<file path="config.mk">
export PLATFORM = sky130hd
export DESIGN_NAME = enhanced_clock_victim_select
export DESIGN_NICKNAME = d
export VERILOG_FILES = /design/src/hdl/ecvs_pkg.sv /design/src/hdl/ecvs_ctrl.sv /design/src/hdl/ecvs_dp.sv /design/src/hdl/enhanced_clock_victim_select.sv
export SDC_FILE = /design/constraint.sdc
export NUM_CORES = 1
export LEC_CHECK = 0
export ABC_CLOCK_PERIOD_IN_PS = 10200
export BUFFER_PORTS_ARGS = -buffer_cell sky130_fd_sc_hd__buf_2
export CORE_MARGIN = 8
export CORE_UTILIZATION = 50
export CTS_BUF_LIST = sky130_fd_sc_hd__clkbuf_8
export CTS_CLUSTER_DIAMETER = 150
export DETAILED_ROUTE_END_ITERATION = 8
export GPL_TIMING_DRIVEN = 1
export PLACE_DENSITY_LB_ADDON = 0.1
export SYNTH_ARGS = -nofsm -noshare
export SYNTH_HDL_FRONTEND = slang
export SYNTH_SLANG_ARGS = --single-unit
</file>
<file path="constraint.sdc">
create_clock -name clk -period 10.2 [get_ports clk]
set_input_delay 1.02 -clock clk [delete_from_list [all_inputs] [get_ports clk]]
set_output_delay 1.02 -clock clk [all_outputs]
set_load 0.03 [all_outputs]
</file>
<file path="src/hdl/ecvs_pkg.sv">
package ecvs_pkg;

  // Default number of cache entries tracked by the victim selector.
  localparam int CACHE_ENTRIES = 16;

  // Width of the entry field of a request and of the reported victim.
  localparam int ENTRY_W = 4;

  // Width of the exclusion mask; entries at or above it are never excluded.
  localparam int MASK_W = 16;

  // Request operation codes.
  typedef enum logic [1:0] {
    OP_ACCESS      = 2'd0,
    OP_INSTALL     = 2'd1,
    OP_CLEAR_DIRTY = 2'd2,
    OP_FIND_VICTIM = 2'd3
  } op_t;

  // Sweep rounds of a victim search, in the order they are tried.
  typedef enum logic [1:0] {
    RND_FREE       = 2'd0,
    RND_DIRTY_AGE  = 2'd1,
    RND_CLEAN      = 2'd2,
    RND_DIRTY      = 2'd3
  } round_t;

  // One request.
  typedef struct packed {
    op_t                 operation;
    logic [ENTRY_W-1:0]  entry;
    logic                mark_dirty;
    logic                occupied;
    logic                used;
    logic [MASK_W-1:0]   exclude_mask;
  } req_t;

  // One result of a victim search.
  typedef struct packed {
    logic [ENTRY_W-1:0]  victim_entry;
    logic                found;
    logic                victim_dirty;
    logic                victim_empty;
  } rsp_t;

  // Commands from the controller to the datapath.
  typedef struct packed {
    logic    latch;    // capture the exclusion mask of a victim search
    logic    update;   // apply a flag update request
    logic    sweep;    // evaluate one sweep round this cycle
    round_t  round;    // which round is evaluated
  } dp_cmd_t;

  // Status from the datapath to the controller.
  typedef struct packed {
    logic    hit;      // the current round found a victim
  } dp_status_t;

endpackage

</file>
<file path="src/hdl/ecvs_ctrl.sv">
module ecvs_ctrl (
  input  logic                   clk,
  input  logic                   rst,
  input  logic                   start,
  input  ecvs_pkg::op_t          operation,
  input  ecvs_pkg::dp_status_t   status,
  output ecvs_pkg::dp_cmd_t      cmd,
  output logic                   busy
);

  typedef enum logic [4:0] {
    IDLE   = 5'b00001,
    ROUND0 = 5'b00010,
    ROUND1 = 5'b00100,
    ROUND2 = 5'b01000,
    ROUND3 = 5'b10000
  } state_t;

  state_t state;
  state_t state_next;
  logic   accept;

  assign busy   = (state != IDLE);
  assign accept = start && !busy;

  // Command decode for the datapath.
  always_comb begin
    cmd        = '0;
    cmd.latch  = accept && (operation == ecvs_pkg::OP_FIND_VICTIM);
    cmd.update = accept && (operation != ecvs_pkg::OP_FIND_VICTIM);
    cmd.round  = ecvs_pkg::RND_FREE;
    unique case (state)
      IDLE: begin
        cmd.sweep = 1'b0;
      end
      ROUND0: begin
        cmd.sweep = 1'b1;
        cmd.round = ecvs_pkg::RND_FREE;
      end
      ROUND1: begin
        cmd.sweep = 1'b1;
        cmd.round = ecvs_pkg::RND_DIRTY_AGE;
      end
      ROUND2: begin
        cmd.sweep = 1'b1;
        cmd.round = ecvs_pkg::RND_CLEAN;
      end
      ROUND3: begin
        cmd.sweep = 1'b1;
        cmd.round = ecvs_pkg::RND_DIRTY;
      end
      default: begin
        cmd.sweep = 1'b0;
      end
    endcase
  end

  // A search steps through the rounds until one hits or the last is done.
  always_comb begin
    state_next = state;
    unique case (state)
      IDLE:    if (cmd.latch) state_next = ROUND0;
      ROUND0:  state_next = status.hit ? IDLE : ROUND1;
      ROUND1:  state_next = status.hit ? IDLE : ROUND2;
      ROUND2:  state_next = status.hit ? IDLE : ROUND3;
      ROUND3:  state_next = IDLE;
      default: state_next = IDLE;
    endcase
  end

  always_ff @(posedge clk) begin
    if (rst) begin
      state <= IDLE;
    end else begin
      state <= state_next;
    end
  end

  // An accepted search always begins with the first round.
  assert property (@(posedge clk) disable iff (rst)
    cmd.latch |=> cmd.sweep && (cmd.round == ecvs_pkg::RND_FREE))
    else $error("search did not start with the first round");

  // A round that hits ends the search.
  assert property (@(posedge clk) disable iff (rst)
    cmd.sweep && status.hit |=> state == IDLE)
    else $error("search continued after a hit");

endmodule

</file>
<file path="src/hdl/ecvs_dp.sv">
module ecvs_dp #(
  parameter int CACHE_ENTRIES = ecvs_pkg::CACHE_ENTRIES
) (
  input  logic                   clk,
  input  logic                   rst,
  input  ecvs_pkg::req_t         request,
  input  ecvs_pkg::dp_cmd_t      cmd,
  output ecvs_pkg::dp_status_t   status,
  output logic                   done,
  output ecvs_pkg::rsp_t         result
);

  localparam int IDX_W = $clog2(CACHE_ENTRIES);
  localparam int N     = CACHE_ENTRIES;

  // Per-entry flags and the clock hand.
  logic [N-1:0]     occ;
  logic [N-1:0]     used;
  logic [N-1:0]     dirty;
  logic [N-1:0]     occ_next;
  logic [N-1:0]     used_next;
  logic [N-1:0]     dirty_next;
  logic [IDX_W-1:0] hand;
  logic [IDX_W-1:0] hand_next;

  // Search operands and outputs.
  logic [N-1:0]     excl;
  logic [N-1:0]     excl_next;
  logic [N-1:0]     cand;
  logic [N-1:0]     ge_start;
  logic [N-1:0]     visited;
  logic [IDX_W-1:0] low_hi;
  logic [IDX_W-1:0] low_all;
  logic [IDX_W-1:0] vic;
  logic [IDX_W-1:0] rep;
  logic [IDX_W+ecvs_pkg::ENTRY_W-1:0] rep_wide;
  logic             hit;
  logic             finish;
  logic             done_next;
  ecvs_pkg::rsp_t   result_next;

  // Request entry index and its range check.
  logic [IDX_W-1:0] ent_idx;
  logic             ent_ok;

  assign ent_idx = IDX_W'(request.entry);
  assign ent_ok  = {28'd0, request.entry} < 32'(N);

  // The exclusion mask covers only the first entries that it has bits for.
  always_comb begin
    for (int i = 0; i < N; i++) begin
      excl_next[i] = (i < ecvs_pkg::MASK_W) ? request.exclude_mask[i % ecvs_pkg::MASK_W]
                                            : 1'b0;
    end
  end

  // Candidate vector of the round under evaluation.
  always_comb begin
    case (cmd.round)
      ecvs_pkg::RND_FREE:      cand = (~occ | (~dirty & ~used)) & ~excl;
      ecvs_pkg::RND_DIRTY_AGE: cand = occ & dirty & ~used & ~excl;
      ecvs_pkg::RND_CLEAN:     cand = occ & ~dirty & ~used & ~excl;
      default:                 cand = occ & dirty & ~used & ~excl;
    endcase
  end

  // Rotated priority encoder: first candidate at or after the hand, wrapping.
  always_comb begin
    low_hi  = '0;
    low_all = '0;
    for (int i = 0; i < N; i++) begin
      ge_start[i] = IDX_W'(i) >= hand;
    end
    for (int i = N - 1; i >= 0; i--) begin
      if (cand[i] && ge_start[i]) low_hi = IDX_W'(i);
      if (cand[i]) low_all = IDX_W'(i);
    end
  end

  assign hit = |cand;
  assign vic = (|(cand & ge_start)) ? low_hi : low_all;

  // Entries passed over by the sweep, from the hand up to the victim, or all entries on no hit.
  always_comb begin
    for (int i = 0; i < N; i++) begin
      if (!hit) begin
        visited[i] = 1'b1;
      end else if (vic >= hand) begin
        visited[i] = ge_start[i] && (IDX_W'(i) <= vic);
      end else begin
        visited[i] = ge_start[i] || (IDX_W'(i) <= vic);
      end
    end
  end

  assign status.hit = hit;
  assign finish     = cmd.sweep && (hit || (cmd.round == ecvs_pkg::RND_DIRTY));
  assign done_next  = finish;

  // Flag updates from requests and from the used-bit aging round.
  always_comb begin
    occ_next   = occ;
    used_next  = used;
    dirty_next = dirty;
    if (cmd.update && ent_ok) begin
      unique case (request.operation)
        ecvs_pkg::OP_ACCESS: begin
          used_next[ent_idx]  = 1'b1;
          dirty_next[ent_idx] = dirty[ent_idx] | request.mark_dirty;
        end
        ecvs_pkg::OP_INSTALL: begin
          occ_next[ent_idx]   = request.occupied;
          used_next[ent_idx]  = request.used;
          dirty_next[ent_idx] = request.mark_dirty;
        end
        ecvs_pkg::OP_CLEAR_DIRTY: begin
          dirty_next[ent_idx] = 1'b0;
        end
        default: begin
          occ_next = occ;
        end
      endcase
    end
    if (cmd.sweep && (cmd.round == ecvs_pkg::RND_DIRTY_AGE)) begin
      used_next = used & ~(visited & occ);
    end
  end

  // Result and hand: the hand moves one past the victim, or past the start.
  assign rep      = hit ? vic : hand;
  assign rep_wide = {{ecvs_pkg::ENTRY_W{1'b0}}, rep};

  always_comb begin
    hand_next = hand;
    if (finish) begin
      hand_next = (rep == IDX_W'(N - 1)) ? '0 : rep + 1'b1;
    end
    result_next.victim_entry = rep_wide[ecvs_pkg::ENTRY_W-1:0];
    result_next.found        = hit;
    result_next.victim_dirty = hit && occ[vic] && dirty[vic];
    result_next.victim_empty = hit && !occ[vic];
  end

  // Control and flag state.
  always_ff @(posedge clk) begin
    if (rst) begin
      occ   <= '0;
      used  <= '0;
      dirty <= '0;
      hand  <= '0;
      done  <= 1'b0;
    end else begin
      occ   <= occ_next;
      used  <= used_next;
      dirty <= dirty_next;
      hand  <= hand_next;
      done  <= done_next;
    end
  end

  // Payload registers.
  always_ff @(posedge clk) begin
    if (cmd.latch) begin
      excl <= excl_next;
    end
    if (finish) begin
      result <= result_next;
    end
  end

  // A result only follows a sweep round.
  assert property (@(posedge clk) disable iff (rst)
    done |-> $past(cmd.sweep))
    else $error("result strobe without a sweep round");

  // A failed search reports no victim flags.
  assert property (@(posedge clk) disable iff (rst)
    done && !result.found |-> !result.victim_dirty && !result.victim_empty)
    else $error("victim flags set on a failed search");

endmodule

</file>
<file path="src/hdl/enhanced_clock_victim_select.sv">
// Channel | Signals                     | Direction | Handshake
// --------+-----------------------------+-----------+---------------------------
// request | start, busy, request        | in        | taken when start && !busy
// result  | done, result                | out       | valid for one cycle on done
//
// Flag update requests (access, install, clear dirty) keep busy low.
// A find-victim request keeps busy high for one to four sweep rounds, each round a
// rotated priority encoder over the flag vectors; done follows in the next cycle.
// A new request may be taken in the cycle that done is shown.
// Synchronous reset clears all flags to empty, unused and clean and the hand to zero.
// The receiver cannot stall: each result is shown for exactly one cycle.
module enhanced_clock_victim_select #(
  parameter int CACHE_ENTRIES = ecvs_pkg::CACHE_ENTRIES
) (
  input  logic            clk,
  input  logic            rst,
  input  logic            start,
  output logic            busy,
  input  ecvs_pkg::req_t  request,
  output logic            done,
  output ecvs_pkg::rsp_t  result
);

  ecvs_pkg::dp_cmd_t    cmd;
  ecvs_pkg::dp_status_t status;

  // Sequencer of the sweep rounds.
  ecvs_ctrl u_ctrl (
    .clk       (clk),
    .rst       (rst),
    .start     (start),
    .operation (request.operation),
    .status    (status),
    .cmd       (cmd),
    .busy      (busy)
  );

  // Flag store, clock hand and round evaluation.
  ecvs_dp #(
    .CACHE_ENTRIES (CACHE_ENTRIES)
  ) u_dp (
    .clk     (clk),
    .rst     (rst),
    .request (request),
    .cmd     (cmd),
    .status  (status),
    .done    (done),
    .result  (result)
  );

endmodule
</file>
==> flow_summary.yaml <==
critical_path:
  path_cells: "xor2_2, a31oi_1, o211ai_1, o22ai_1, nor4b_2, nand3_2, a31oi_4, or2_4, inv_8, ha_1, nand2b_1, a21o_1, a21o_1, a21oi_1, maj3_2, o211ai_1, o2111ai_1, o41ai_1"
  critPathKind: "flip-flop to flip-flop"
  r2r_end: "u_dp.used[10]"
  critPathMaxStageDelay_ns: 0.82
  reg2reg_depth: 18
  cp.depth: 18
  cp_num_buf_inv: 1
  endpoint: "u_dp.used[10]"
  crit_family: "compound AO/OA/AOI/OAI gates"
  critPathLaunchType: "flip-flop"
  crit_fanout: 17
  cp-end-kind: "flip-flop"
  cp.required_ns: 10.45
  r2r-start: "u_ctrl.state[4]"
  crit_start: "u_ctrl.state[4]"
  reg2reg_slack_ns: 4.32
  critical_path.slowest_cell: "xor2_2"
  crit_arrival_ns: 6.13
sta:
  rsz0062_at_grt: "false"
  min_period_ns: 5.88
  clock_skew_ns: 0.0110
  max_freq_ghz: 0.170
  finalSetupViolCount: 0
  hold_violations: 0
  worstMarginPinSlew_ns: 1.16
  fin_crit_sh_pct: 57.6
  tns_ns: 0
  slew_viol_final: 0
  holdWs_ns: 0.516
  max_slew_margin_pct: 22.6
grt:
  grt_max_degree: 57
  grt_pass1_wl_mm: 34.7
  overflow: 0
  antenna_found_initial: 0
  grt_pass1_vias: 5755
  grt_usage_pct: 28.2
power_and_ir_drop:
  p_sw_uw: 224
  ir_drop_mv: 0.0727
  power_frac_seq_pct: 51.0
  leakagePower_nw: 2.16
  p_sw_share_pct: 32.7
  clkPwrFrac_pct: 32.0
  power_density_nw_per_um2: 108
  combPwrFrac_pct: 17.0
  power.internal_uw: 462
die:
  row_count: 40
  start_util_pct: 50.6
  die_h_microns: 126
  die_w_microns: 126
  design.die.area_sq_um: 15800
  core_sq_um: 11900
  io-pin-count: 37
clock_tree:
  cts_buffer_depth: 2
  cts_sinks: 81
  clk_pin_slew_ns: 0.09
  cts_max_level: 3
  cts_setup_buffers: 0
  root_buffer: "clkbuf_8"
  clock_latency_ns: 0.39
  hold_buffers: 0
  cts_tree: "built"
  ctsResizeCount: 0
  cts_buffers: 9
hold_path:
  min_from: "u_dp.used[7]"
  hold_class: "flip-flop to flip-flop"
status:
  outcome: "finished, final reports clean"
layout:
  area_growth_pct: 5.50
  diodes: 0
  fin_util_pct: 53.4
  final_cells: 879
  drive_gt1_share_pct: 15.6
  nets: 765
yosys:
  synth_top_area_share_pct: 19.3
  synthArstFlopShare_pct: 0
  synth.area.top_cells: "dfxtp_1 (19%), edfxtp_1 (11%), o21ai_0 (5.0%), nand2_1 (4.6%), mux2i_1 (4.5%)"
  synth_edf_count: 23
  synth.distinct_cells: 90
  netlist_area_sq_um: 6030
  ys_ff_latch: 81
  synth_largest_area_cell: "dfxtp_1"
  synth.avg_cell_area_sq_um: 8.37
  ys_warn_count: 0
  synth.net_count: 758
  synth_flop_cell: "dfxtp_1"
  syn_inst: 720
  synth_seq_area_share_pct: 30.7
route:
  vias: 6190
  wl_mm: 22.6
  firstDrtPassIters: 6
  ant_nets: 0
  vias_per_cell: 7.04
  route.detailed.drc: 0
  wl_per_cell_microns: 25.7
  drt_iter0_markers: 1000
placement:
  detailed_place_hpwl_mm: 16.3
  numPortBuffers: 36
  gp_congestion: 0.926
  dp.cells: 863
job:
  maxCapViolCount: 0
worst min path at each step:
stage	endpoint	slack [ns]	depth (start not counted)
floorplan	u_dp.used[4]	0.46	2
finish	u_dp.used[7]	0.52	2
CTS	u_dp.used[2]	0.51	2
global placement	u_dp.used[10]	0.49	2
global route	u_dp.used[4]	0.54	2
detailed placement	u_dp.used[8]	0.50	2
power by group through the flow:
stage / clock network, mW / logic (mW) / registers [mW]
after floorplan: 0 / 0.0818 / 0.350
after global placement: 0 / 0.111 / 0.356
after detailed placement: 0 / 0.113 / 0.356
after CTS: 0.222 / 0.114 / 0.349
after global routing: 0.232 / 0.125 / 0.350
final: 0.220 / 0.117 / 0.350
area by class of cell:
class                      instances  area [sq um]
sequential                        81          1850
tap                              147           184
timing repair buffer              44           240
fill                            1150          5550
clock buffer                       9           124
clock inverter                     7          40.0
inverter                          35           141
multi-input combinational        556          3780
logic make-up after synthesis:
logic type / count (synthesis) / synth area share [%]
xor+xnor: 4 / 0.955
mux: 32 / 6.35
buf+inv: 83 / 6.85
simple gates: 215 / 17.1
compound gates: 289 / 34.9
fa+ha+maj: 16 / 3.11
flops: 81 / 30.7
per-layer routing:
layer  share of wire (%)  vias up  GRT usage, %  wire [microns]
li1                    -     2740             -               -
met1                  42     3004          36.5            9570
met2                  45      380          44.0           10100
met3                 9.0       66          5.82            2030
met4                 4.0        0          13.8             911
met5                   0        -             0               0
worst reg2reg max path, delay by kind of cell, from the launching register on:
| family | cells | cell delay (ns) |
|---|---|---|
| buffers and inverters | 1 | 0.08 |
| adder cells (fa/ha/maj) | 2 | 0.63 |
| AND/OR/NAND/NOR | 4 | 1.07 |
| XOR/XNOR | 1 | 0.82 |
| flip-flops | 1 | 0.75 |
| AO/OA/AOI/OAI | 10 | 2.42 |
Yosys cell counts, drive strengths merged (6+ instances only):
cell	number
and2	6
edfxtp	23
clkbuf	32
maj3	6
a22oi	8
dfxtp	58
nor2	53
o211ai	35
nand3	20
mux2i	27
ha	10
nor3	23
inv	35
o31ai	16
a21o	9
a21oi	51
o22ai	9
buf	16
o2111ai	6
nand4	6
a221oi	12
nand2b	8
a31oi	22
o21a	18
nand2	75
a211oi	8
o21ai	64
metrics by stage:
stage | setup WS (ns) | total power, mW | cell area (sq um)
5_1_grt | 4.08 | 0.707 | 6360
6_report | 4.32 | 0.686 | 6360
2_1_floorplan | 6.04 | 0.432 | 6030
4_1_cts | 4.50 | 0.684 | 6360
3_5_place_dp | 4.52 | 0.469 | 6200
3_3_place_gp | 4.60 | 0.467 | 6200
state kept, by name (all words and copies together), names as in the netlist:
name / flops
u_dp.occ: 16
u_dp.used: 16
u_dp.result: 7
u_dp.dirty: 16
u_dp.hand: 4
u_dp.excl: 16
u_ctrl.state: 5
u_dp.done: 1
cells in the final DEF, fill, tap and decap left out, drive strengths merged, types with 23 or more instances in the layout:
cell,count
a21oi,51
buf,44
dfxtp,58
edfxtp,23
inv,38
mux2i,27
nand2,75
nor2,53
nor3,23
o211ai,35
o21ai,64
No activity file was read; power rests on OpenSTA's default activity.
